<file path="config.mk">
export PLATFORM = sky130hd
export DESIGN_NAME = endl_ctrl
export DESIGN_NICKNAME = d
export VERILOG_FILES = /design/src/rtl/endl_pkg.sv /design/src/rtl/endl_ctrl.sv
export SDC_FILE = /design/constraint.sdc
export NUM_CORES = 1
export LEC_CHECK = 0
export ABC_CLOCK_PERIOD_IN_PS = 3000
export BUFFER_PORTS_ARGS = -buffer_cell sky130_fd_sc_hd__buf_2
export CAP_MARGIN = 25
export CORE_AREA = 2 2 39 41
export CTS_CLUSTER_DIAMETER = 150
export DETAILED_ROUTE_END_ITERATION = 10
export DIE_AREA = 0 0 41 43
export PLACE_DENSITY = 0.68
export RECOVER_POWER = 50
export REMOVE_ABC_BUFFERS = 1
export SYNTH_ARGS = -nofsm -noshare
export SYNTH_HDL_FRONTEND = slang
export SYNTH_SLANG_ARGS = --single-unit
export TNS_END_PERCENT = 100
</file>
<file path="constraint.sdc">
create_clock -name clock -period 3 [get_ports clock]
set_clock_uncertainty 0.2 [all_clocks]
set_input_delay 0.6 -clock clock [delete_from_list [all_inputs] [get_ports clock]]
set_output_delay 0.6 -clock clock [all_outputs]
set_load 0.02 [all_outputs]
</file>
<file path="src/rtl/endl_pkg.sv">
// shared constants, codes and controller/datapath bundles for the node distance lookup
// no dependencies

package endl_pkg;

   localparam int MAX_NODES_DEF  = 1024;
   localparam int COORD_BITS_DEF = 24;
   localparam int NODE_W         = 10;
   localparam int CNT_W          = 11;

   localparam logic FUNC_WRITE = 1'b0;
   localparam logic FUNC_QUERY = 1'b1;

   typedef struct packed {
      logic accept;
      logic store_wr;
      logic clear_step;
      logic rd_sel_b;
      logic cap_a;
      logic cap_diff;
      logic sq_en;
      logic sq_sel_y;
      logic acc_load;
      logic acc_add;
      logic root_start;
      logic load_rsp;
      logic rsp_err;
   } cmd_type;

   typedef struct packed {
      logic a_ok;
      logic pair_ok;
      logic clear_last;
      logic root_done;
   } stat_type;

endpackage

</file>
<file path="src/rtl/endl_ctrl.sv">
// controller state machine: clearing sweep, item accept, query sequencing, result word
// depends on endl_pkg

module endl_ctrl
   import endl_pkg::*;
(
   input  logic     clock,
   input  logic     reset,
   input  logic     req_valid,
   input  logic     req_func,
   output logic     req_stall,
   output logic     rsp_valid,
   input  logic     rsp_stall,
   input  logic     csr_wr_en,
   input  stat_type stat,
   output cmd_type  cmd
);

   typedef enum logic [3:0] {
      CLEAR,
      IDLE,
      RD_B,
      DIFF,
      SQX,
      SQY,
      SUM,
      ROOT_GO,
      ROOT_WAIT,
      RESULT
   } state_type;

   state_type state_ff, state_in;
   logic      rsp_valid_ff, rsp_valid_in;
   logic      err_ff, err_in;

   always_comb begin
      state_in     = state_ff;
      rsp_valid_in = rsp_valid_ff & rsp_stall;
      err_in       = err_ff;
      cmd          = '0;
      unique case (state_ff)
         CLEAR: begin
            cmd.clear_step = 1'b1;
            if (stat.clear_last) begin
               state_in = IDLE;
            end
         end
         IDLE: begin
            if (req_valid) begin
               cmd.accept = 1'b1;
               if (req_func == FUNC_WRITE) begin
                  cmd.store_wr = stat.a_ok;
               end else if (stat.pair_ok) begin
                  err_in   = 1'b0;
                  state_in = RD_B;
               end else begin
                  err_in   = 1'b1;
                  state_in = RESULT;
               end
            end
         end
         RD_B: begin
            cmd.rd_sel_b = 1'b1;
            cmd.cap_a    = 1'b1;
            state_in     = DIFF;
         end
         DIFF: begin
            cmd.cap_diff = 1'b1;
            state_in     = SQX;
         end
         SQX: begin
            cmd.sq_en = 1'b1;
            state_in  = SQY;
         end
         SQY: begin
            cmd.sq_en    = 1'b1;
            cmd.sq_sel_y = 1'b1;
            cmd.acc_load = 1'b1;
            state_in     = SUM;
         end
         SUM: begin
            cmd.acc_add = 1'b1;
            state_in    = ROOT_GO;
         end
         ROOT_GO: begin
            cmd.root_start = 1'b1;
            state_in       = ROOT_WAIT;
         end
         ROOT_WAIT: begin
            if (stat.root_done) begin
               state_in = RESULT;
            end
         end
         RESULT: begin
            // wait for the output register to free up
            if (!rsp_valid_ff || !rsp_stall) begin
               cmd.load_rsp = 1'b1;
               cmd.rsp_err  = err_ff;
               rsp_valid_in = 1'b1;
               state_in     = IDLE;
            end
         end
         default: begin
            state_in = CLEAR;
         end
      endcase
      // a count write restarts the clearing sweep
      if (csr_wr_en) begin
         state_in = CLEAR;
      end
   end

   always_ff @(posedge clock) begin
      if (reset) begin
         state_ff     <= CLEAR;
         rsp_valid_ff <= 1'b0;
         err_ff       <= 1'b0;
      end else begin
         state_ff     <= state_in;
         rsp_valid_ff <= rsp_valid_in;
         err_ff       <= err_in;
      end
   end

   assign req_stall = (state_ff != IDLE);
   assign rsp_valid = rsp_valid_ff;

endmodule

</file>
==> summary.txt, run 1 <==
Run
  – Maxcap violations: 0

Yosys
  – Synth Warn #: 0
  – Post-synth EDFFs: 0
  – Post-synthesis sequential area ratio: 25.7%
  – Main synth FF type: dfxtp_1
  – Flops & latches, synth: 6
  – Gate Count Post-Synth: 58
  – Post-synthesis area per instance: 8.07 um^2
  – Yosys cell types: 33
  – Async SR Flop Fraction: 0%
  – Synthesized area: 468 um^2

Global route
  – Largest net degree at the start of global routing: 15
  – M1 GR Usage: 19.6%
  – First-pass GRT wire length: 1730 um
  – M3 GR Usage: 1.57%
  – Initial antenna violation count: 0
  – Grt peak-use layer: met2
  – Vias in the first global route: 388
  – Gr usage total: 14.9%
  – Met2 Resource Use GR: 19.7%
  – Remaining Overflow, GRT: 0

Detailed routing
  – Routed Antenna Nets: 0
  – Pre-Repair DR Iteration Count: 4
  – Via density: 5.26
  – Final WL: 1150 um
  – Starting DRT DRC Count: 8
  – Residual DRC: 0
  – WL per Instance: 12.1 um
  – Vias: 500

Timing
  – Setup_tns: 0 ns
  – RSZ-0062 raised after global routing: no
  – # setup viols final: 0
  – Relative slew slack: 67.0%
  – Fmax: 0.407 GHz
  – Final Hold Fails: 0
  – Minimum clock period: 2.46 ns
  – Slew at the pin closest to its max-slew limit: 0.494 ns
  – Period Utilization, post-route: 81.8%
  – Fin. max-slew vios: 0

Pwr
  – VDD IR max: 101 uV
  – PD cells: 351 nW/um^2
  – Leakage: 0.000262 uW
  – Post-layout power: 205 uW

Cells and area
  – Share of layout cells above drive strength 1: 36.7%
  – Most common cell after layout, fill and taps aside: buf_2
  – Final Instance Count excl. Fillers: 95
  – # diodes: 0
  – Nets@finish: 91
  – Area Overhead vs Synth: 24.9%
  – Most frequent cells in the layout: 20 x buf_2, 7 x nor2_1, 7 x nand2_1, 6 x dfxtp_1
  – Final Util: 42.2%
  – Final Cell Area: 584 um^2

Critical path
  – Reg2Reg Depth: 4
  – Critical Path Fanout Max: 13
  – R2R Path Start: state_ff[3]
  – Crit end category: output pin
  – Reg2Reg Setup Slack: 1.16 ns
  – R2R Path End: state_ff[0]
  – CP Class: reg2out
  – Startpoint class of the critical path: flop
  – Arrival @ worst endpoint: 1.66 ns
  – Data required, critical path: 2.20 ns

Status
  – Status: finished, final reports clean

CTS
  – Total CTS buffers: 3
  – Post-CTS setup-driven buffer insertion count: 0
  – Clock Pin Slew Worst Setup and Hold Paths: 0.05 ns
  – Clk buf depth: 2
  – # hold bufs at CTS: 0
  – H-Tree Depth: 1
  – Post-cts resize count: 0
  – CTS tree: built
  – Root buffer cell: clkbuf_4
  – Sink Count: 6
  – Worst-Skew Late Latency: 0.26 ns

Min path
  – Hold Crit Depth: 2
  – Hold wc startpoint: csr_wr_en
  – End of the worst hold path: state_ff[2]
  – Hold Path Class: in2reg

Floorplanning
  – Number of rows in the core area: 14
  – Die Footprint: 1760 um^2
  – Top Ports: 25
  – Core area: 1380 um^2
  – Chip height: 43 um
  – Die X: 41 um
  – Initial Util: 33.8%

Placement
  – GPL Wtd Cong: 0.793
  – HPWL after DPL: 816 um
  – # port buffers: 24
  – Placed Cells: 92
  – Placed cell area: 567 um^2
## cell families after synthesis
kind of cell    count (synthesis)  share of synthesized area, %
simple gates                   33                          42.3
mux                             3                          6.95
xor+xnor                        1                          1.87
buf+inv                         7                          9.62
flops                           6                          25.7
compound gates                  8                          13.6
## sequential cells by signal, summed over array words and instances, names as in the netlist
name and flops:
rsp_valid 1, state_ff 4, err_ff 1
## synth_stat cells (2+ instances only)
master	count	area [um^2]
a21oi_1	2	10.0
buf_4	3	22.5
clkbuf_1	2	7.51
dfxtp_1	6	120
nand2_1	7	26.3
nor2_1	7	26.3
nor3_1	4	20.0
nor3b_1	2	15.0
## per-stage QoR
stage,setup slack (ns),hold WS [ns]
3_5_place_dp,0.832,0.329
4_1_cts,0.559,0.329
5_1_grt,0.444,0.359
2_1_floorplan,0.618,0.291
6_report,0.545,0.336
3_3_place_gp,0.822,0.305
## where the power goes
part           internal (uW)  total [uW]  switching (uW)
clock network           45.8        82.5            36.7
registers               81.7        86.8            5.07
logic                   16.4        35.6            19.2
total                    144         205            60.9
## worst max-delay path: stages (launching register included)
cell     delay, ns
dfxtp_1       0.56
nor4b_4       0.32
and2_4        0.21
and3b_1       0.15
buf_2         0.15
## per-layer routing
layer / up-vias / part of all wire [%]
met5: - / 0
met4: 0 / 3.8
met3: 5 / 4.7
met2: 18 / 52
met1: 229 / 40
li1: 248 / -
## layout make-up
type	instances	area [um^2]
flip-flops and latches	6	120
multi-input cells	45	303
inverters	1	3.75
clock buffers	3	22.5
well taps	16	20.0
repair buffers	24	115
fillers	148	800
## worst max-delay path by stage
stage,from,depth (start not counted),endpoint,slack (ns)
global route,state_ff[0],4,cmd[11],0.44
finish,state_ff[0],4,cmd[11],0.54
CTS,state_ff[0],4,cmd[11],0.56
floorplan,state_ff[1],2,cmd[8],0.62
detailed placement,state_ff[0],4,cmd[11],0.83
global placement,state_ff[0],4,cmd[11],0.82
Power figures use the tool's default switching activity.
==> run 2, diff against run 1 <==
Settings changed: ABC_CLOCK_PERIOD_IN_PS 3000 to 2400.
Clock period 3 ns to 2.4 ns, I/O delays scaled along.
==> summary.txt, run 2 (synthesized netlist as in run 1, its figures left out) <==
Run
  – Maxcap violations: 0 (unchanged)

CTS
  – Clk buf depth: 2 (unchanged)
  – H-Tree Depth: 1 (unchanged)
  – Post-CTS setup-driven buffer insertion count: 0 (unchanged)
  – Sink Count: 6 (unchanged)
  – Clock Pin Slew Worst Setup and Hold Paths: 0.05 ns (about the same)
  – # hold bufs at CTS: 0 (unchanged)
  – CTS tree: built
  – Worst-Skew Late Latency: 0.25 ns (about the same)
  – Root buffer cell: clkbuf_4
  – Total CTS buffers: 3 (unchanged)
  – Post-cts resize count: 0 (unchanged)

Critical path
  – Crit end category: output pin
  – Critical Path Fanout Max: 9 (-4)
  – Cells along the critical path: nor4b_4 -> and2_4 -> and3b_1 -> buf_2
  – Slowest cell on crit path: dfxtp_1
  – Startpoint class of the critical path: flop
  – Data required, critical path: 1.72 ns (-0.48 ns)
  – CP Buf/Inv Count: 1 (unchanged)
  – Top delay family on crit path: simple AND/OR/NAND/NOR gates
  – Arrival @ worst endpoint: 1.54 ns (-0.12 ns)
  – CP Class: reg2out
  – Slowest stage delay, CP: 0.40 ns (-0.16 ns)

Cells and area
  – Most frequent cells in the layout: 20 x buf_2, 7 x nor2_1, 7 x nand2_1, 5 x dfxtp_1, 5 x clkbuf_1
  – Share of layout cells above drive strength 1: 37.5% (+0.79 points)
  – Nets@finish: 92 (+1.1%)
  – Max reg flops: 4 (unchanged)
  – Most common cell after layout, fill and taps aside: buf_2
  – # diodes: 0 (unchanged)
  – Final Cell Area: 589 um^2 (+0.86%)
  – Area Overhead vs Synth: 25.9%
  – Final Instance Count excl. Fillers: 96 (+1.1%)
  – Most flop-heavy register: state_ff

Global route
  – Remaining Overflow, GRT: 0 (unchanged)
  – Vias in the first global route: 431 (+11%)
  – First-pass GRT wire length: 1730 um (-0.35%)
  – Initial antenna violation count: 0 (unchanged)
  – Largest net degree at the start of global routing: 14 (-1)
  – Gr usage total: 14.2% (-0.67 points)

Pwr
  – Comb pwr share: 18.2% (+0.8 points)
  – Clock share of power: 38.6% (-1.7 points)
  – P_sw: 70.0 uW (+15%)
  – Switching Fraction: 28.0% (-1.7 points)
  – PD cells: 424 nW/um^2 (+21%)
  – Sequential power share: 43.1% (+0.7 points)
  – VDD IR max: 165 uV (+63%)
  – Leakage: 0.000263 uW (+0.59%)
  – Int Power: 180 uW (+25%)

Floorplanning
  – Die X: 41 um (unchanged)
  – Number of rows in the core area: 14 (unchanged)
  – Initial Util: 33.8% (unchanged)
  – Core area: 1380 um^2 (unchanged)
  – Top Ports: 25 (unchanged)
  – Die Footprint: 1760 um^2 (unchanged)
  – Chip height: 43 um (unchanged)

Timing
  – Hold slack final: 0.233 ns (-0.103 ns)
  – Period Utilization, post-route: 92.6%
  – Minimum clock period: 2.22 ns
  – Fin. max-slew vios: 0 (unchanged)
  – # setup viols final: 0 (unchanged)
  – Slew at the pin closest to its max-slew limit: 0.456 ns (-0.0378 ns)
  – RSZ-0062 raised after global routing: no
  – Fmax: 0.450 GHz
  – Setup_tns: 0 ns (unchanged)
  – Relative slew slack: 69.6% (+2.6 points)
  – Final Hold Fails: 0 (unchanged)

Placement
  – Placed cell area: 574 um^2 (+1.3%)
  – # port buffers: 24 (unchanged)
  – HPWL after DPL: 832 um (+2.0%)
  – GPL Wtd Cong: 0.788 (-0.64%)
  – Placed Cells: 93 (+1.1%)

Detailed routing
  – Routed Antenna Nets: 0 (unchanged)
  – Final WL: 1080 um (-6.3%)
  – Residual DRC: 0 (unchanged)
  – Vias: 490 (-2.0%)
  – Via density: 5.10 (-3.0%)
  – Starting DRT DRC Count: 11 (+3)
  – WL per Instance: 11.2 um (-7.3%)
  – Pre-Repair DR Iteration Count: 4 (unchanged)

Min path
  – Hold Path Class: in2reg

Status
  – Status: finished, final reports clean
-- run 2: cell count changes in the layout (fill, tap and decap cells not counted), sizes merged --
cell,delta
clkbuf,+1
-- run 2: metrics by stage --
stage / total power (uW) / setup slack, ns / utilization, %
after CTS: 253 / 0.0498 / 43.1
after global routing: 262 / 0.0687 / 42.6
after detailed placement: 155 / 0.333 / 41.5
after global placement: 155 / 0.398 / 41.5
final: 250 / 0.179 / 42.6
after floorplan: 136 / 0.138 / -
-- run 2: path summary, 6_finish.rpt --
kind / startpoint / end / slack [ns] / depth (start not counted)
min reg2reg: rsp_valid / rsp_valid / 0.33 / 2
max reg2reg: state_ff[3] / state_ff[0] / 0.37 / 5
min: csr_wr_en / state_ff[2] / 0.23 / 2
max: state_ff[1] / cmd[11] / 0.18 / 4
-- run 2: power by group through the flow --
stage | clock (uW) | combinational [uW] | sequential, uW
after floorplan | 0 | 27.3 | 109
after global placement | 0 | 45.6 | 109
after detailed placement | 0 | 46.1 | 109
after CTS | 98.4 | 46.5 | 108
after global routing | 104 | 49.8 | 109
final | 96.7 | 45.6 | 108
-- run 2: layout make-up --
class                           count  area (um^2)
Inverter                            1         3.75
Tap cell                           16         20.0
Fill cell                         148          795
Multi-Input combinational cell     45          303
Timing Repair Buffer               25          119
Sequential cell                     6          121
Clock buffer                        3         22.5
-- run 2: layer usage --
metal	GRT usage, %	wire (um)	up-vias
li1	-	-	253
met1	17.2	461	220
met2	22.8	551	14
met3	3.14	43	3
met4	6.00	19	0
met5	0	0	-
==> run 3, diff against run 2 <==
Settings changed: PLACE_DENSITY 0.68 to 0.71.
==> summary.txt, run 3 (synthesized netlist as in run 1, its figures left out) <==
Status
  – Status: finished, final reports clean

Pwr
  – Clock share of power: 38.1% (-0.5 points)
  – Sequential power share: 43.5% (+0.4 points)
  – Comb pwr share: 18.4% (+0.2 points)
  – P_sw: 68.1 uW (-2.8%)
  – VDD IR max: 217 uV (+32%)
  – Switching Fraction: 27.4% (-0.57 points)
  – Leakage: 0.000263 uW (about the same)
  – PD cells: 421 nW/um^2 (-0.77%)
  – Int Power: 180 uW (about the same)

CTS
  – Worst-Skew Late Latency: 0.25 ns (about the same)
  – Clock Pin Slew Worst Setup and Hold Paths: 0.05 ns (about the same)
  – Root buffer cell: clkbuf_4
  – Sink Count: 6 (unchanged)
  – Post-CTS setup-driven buffer insertion count: 0 (unchanged)
  – Total CTS buffers: 3 (unchanged)
  – H-Tree Depth: 1 (unchanged)
  – CTS tree: built
  – Clk buf depth: 2 (unchanged)
  – # hold bufs at CTS: 0 (unchanged)
  – Post-cts resize count: 0 (unchanged)

Floorplanning
  – Die Footprint: 1760 um^2 (unchanged)
  – Initial Util: 33.8% (unchanged)
  – Core area: 1380 um^2 (unchanged)
  – Die X: 41 um (unchanged)
  – Chip height: 43 um (unchanged)
  – Number of rows in the core area: 14 (unchanged)
  – Top Ports: 25 (unchanged)

Global route
  – Largest net degree at the start of global routing: 14 (unchanged)
  – Gr usage total: 14.7% (+0.47 points)
  – Remaining Overflow, GRT: 0 (unchanged)
  – Vias in the first global route: 383 (-11%)
  – Initial antenna violation count: 0 (unchanged)
  – First-pass GRT wire length: 1660 um (-3.7%)

Critical path
  – Arrival @ worst endpoint: 1.54 ns (about the same)
  – Critical Path Fanout Max: 9 (unchanged)
  – CP Class: reg2out
  – Startpoint class of the critical path: flop
  – Data required, critical path: 1.72 ns (about the same)
  – Crit end category: output pin

Timing
  – Slew at the pin closest to its max-slew limit: 0.472 ns (+0.0154 ns)
  – RSZ-0062 raised after global routing: no
  – Final Hold Fails: 0 (unchanged)
  – Minimum clock period: 2.22 ns (-0.00520 ns)
  – Relative slew slack: 68.5% (-1.0 points)
  – Period Utilization, post-route: 92.3% (-0.22 points)
  – # setup viols final: 0 (unchanged)
  – Fmax: 0.451 GHz (+0.23%)
  – Setup_tns: 0 ns (unchanged)
  – Fin. max-slew vios: 0 (unchanged)
  – Hold slack final: 0.229 ns (-0.00339 ns)

Placement
  – # port buffers: 24 (unchanged)
  – HPWL after DPL: 833 um (+0.12%)
  – GPL Wtd Cong: 0.836 (+6.1%)

Cells and area
  – Max reg flops: 4 (unchanged)
  – Most frequent cells in the layout: 20 x buf_2, 7 x nor2_1, 7 x nand2_1, 5 x dfxtp_1, 5 x clkbuf_1
  – Most common cell after layout, fill and taps aside: buf_2
  – Most flop-heavy register: state_ff
  – Nets@finish: 92 (unchanged)
  – # diodes: 0 (unchanged)
  – Area Overhead vs Synth: 25.9% (unchanged)
  – Share of layout cells above drive strength 1: 37.5% (unchanged)

Detailed routing
  – Residual DRC: 0 (unchanged)
  – WL per Instance: 11.2 um (unchanged)
  – Routed Antenna Nets: 0 (unchanged)
  – Vias: 486 (-0.82%)
  – Pre-Repair DR Iteration Count: 4 (unchanged)
  – Starting DRT DRC Count: 7 (-4)
  – Final WL: 1080 um (unchanged)
  – Via density: 5.06 (-0.82%)

Min path
  – Hold Path Class: in2reg

Run
  – Maxcap violations: 0 (unchanged)
run 3: cell counts in the layout (fill, tap and decap cells not counted):
No cell type changed its count.
run 3: worst paths after layout:
path,startpoint,end,slack [ns],cells past startpoint
max,state_ff[1],cmd[11],0.18,4
min,csr_wr_en,state_ff[2],0.23,2
max reg2reg,state_ff[3],state_ff[3],0.37,5
min reg2reg,rsp_valid,rsp_valid,0.32,2
run 3: layout make-up:
cell class	count	area (um^2)
fillers	143	795
multi-input cells	45	303
flip-flops and latches	6	121
repair buffers	25	119
clock buffers	3	22.5
well taps	16	20.0
inverters	1	3.75
run 3: power by group through the flow:
stage / sequential [uW] / clock [uW] / combinational, uW
floorplan: 109 / 0 / 27.3
global placement: 109 / 0 / 45.7
detailed placement: 109 / 0 / 46.1
CTS: 108 / 99.1 / 46.3
global route: 109 / 103 / 49.7
finish: 108 / 94.5 / 45.8
run 3: metal layers:
| layer | vias to the layer above | global-route usage [%] | wire length, um |
|---|---|---|---|
| met4 | 0 | 16.0 | 48 |
| met5 | - | 0 | 0 |
| li1 | 254 | - | - |
| met2 | 16 | 18.8 | 492 |
| met3 | 4 | 1.57 | 47 |
| met1 | 212 | 19.0 | 486 |
run 3: worst max-delay path: stages, from the launching register on:
cell and delay, ns:
dfxtp_1 0.41, nor4b_4 0.35, and2_4 0.22, and3b_1 0.15, buf_2 0.16
run 3: per-stage QoR:
stage | instances | area, um^2 | util [%] | total power (uW) | setup WS [ns]
global route | 96 | 589 | 42.6 | 261 | 0.0610
detailed placement | 93 | 574 | 41.5 | 155 | 0.362
global placement | 93 | 574 | 41.5 | 155 | 0.406
CTS | 96 | 597 | 43.1 | 253 | 0.0830
finish | 96 | 589 | 42.6 | 248 | 0.184
floorplan | 52 | 427 | - | 136 | 0.138
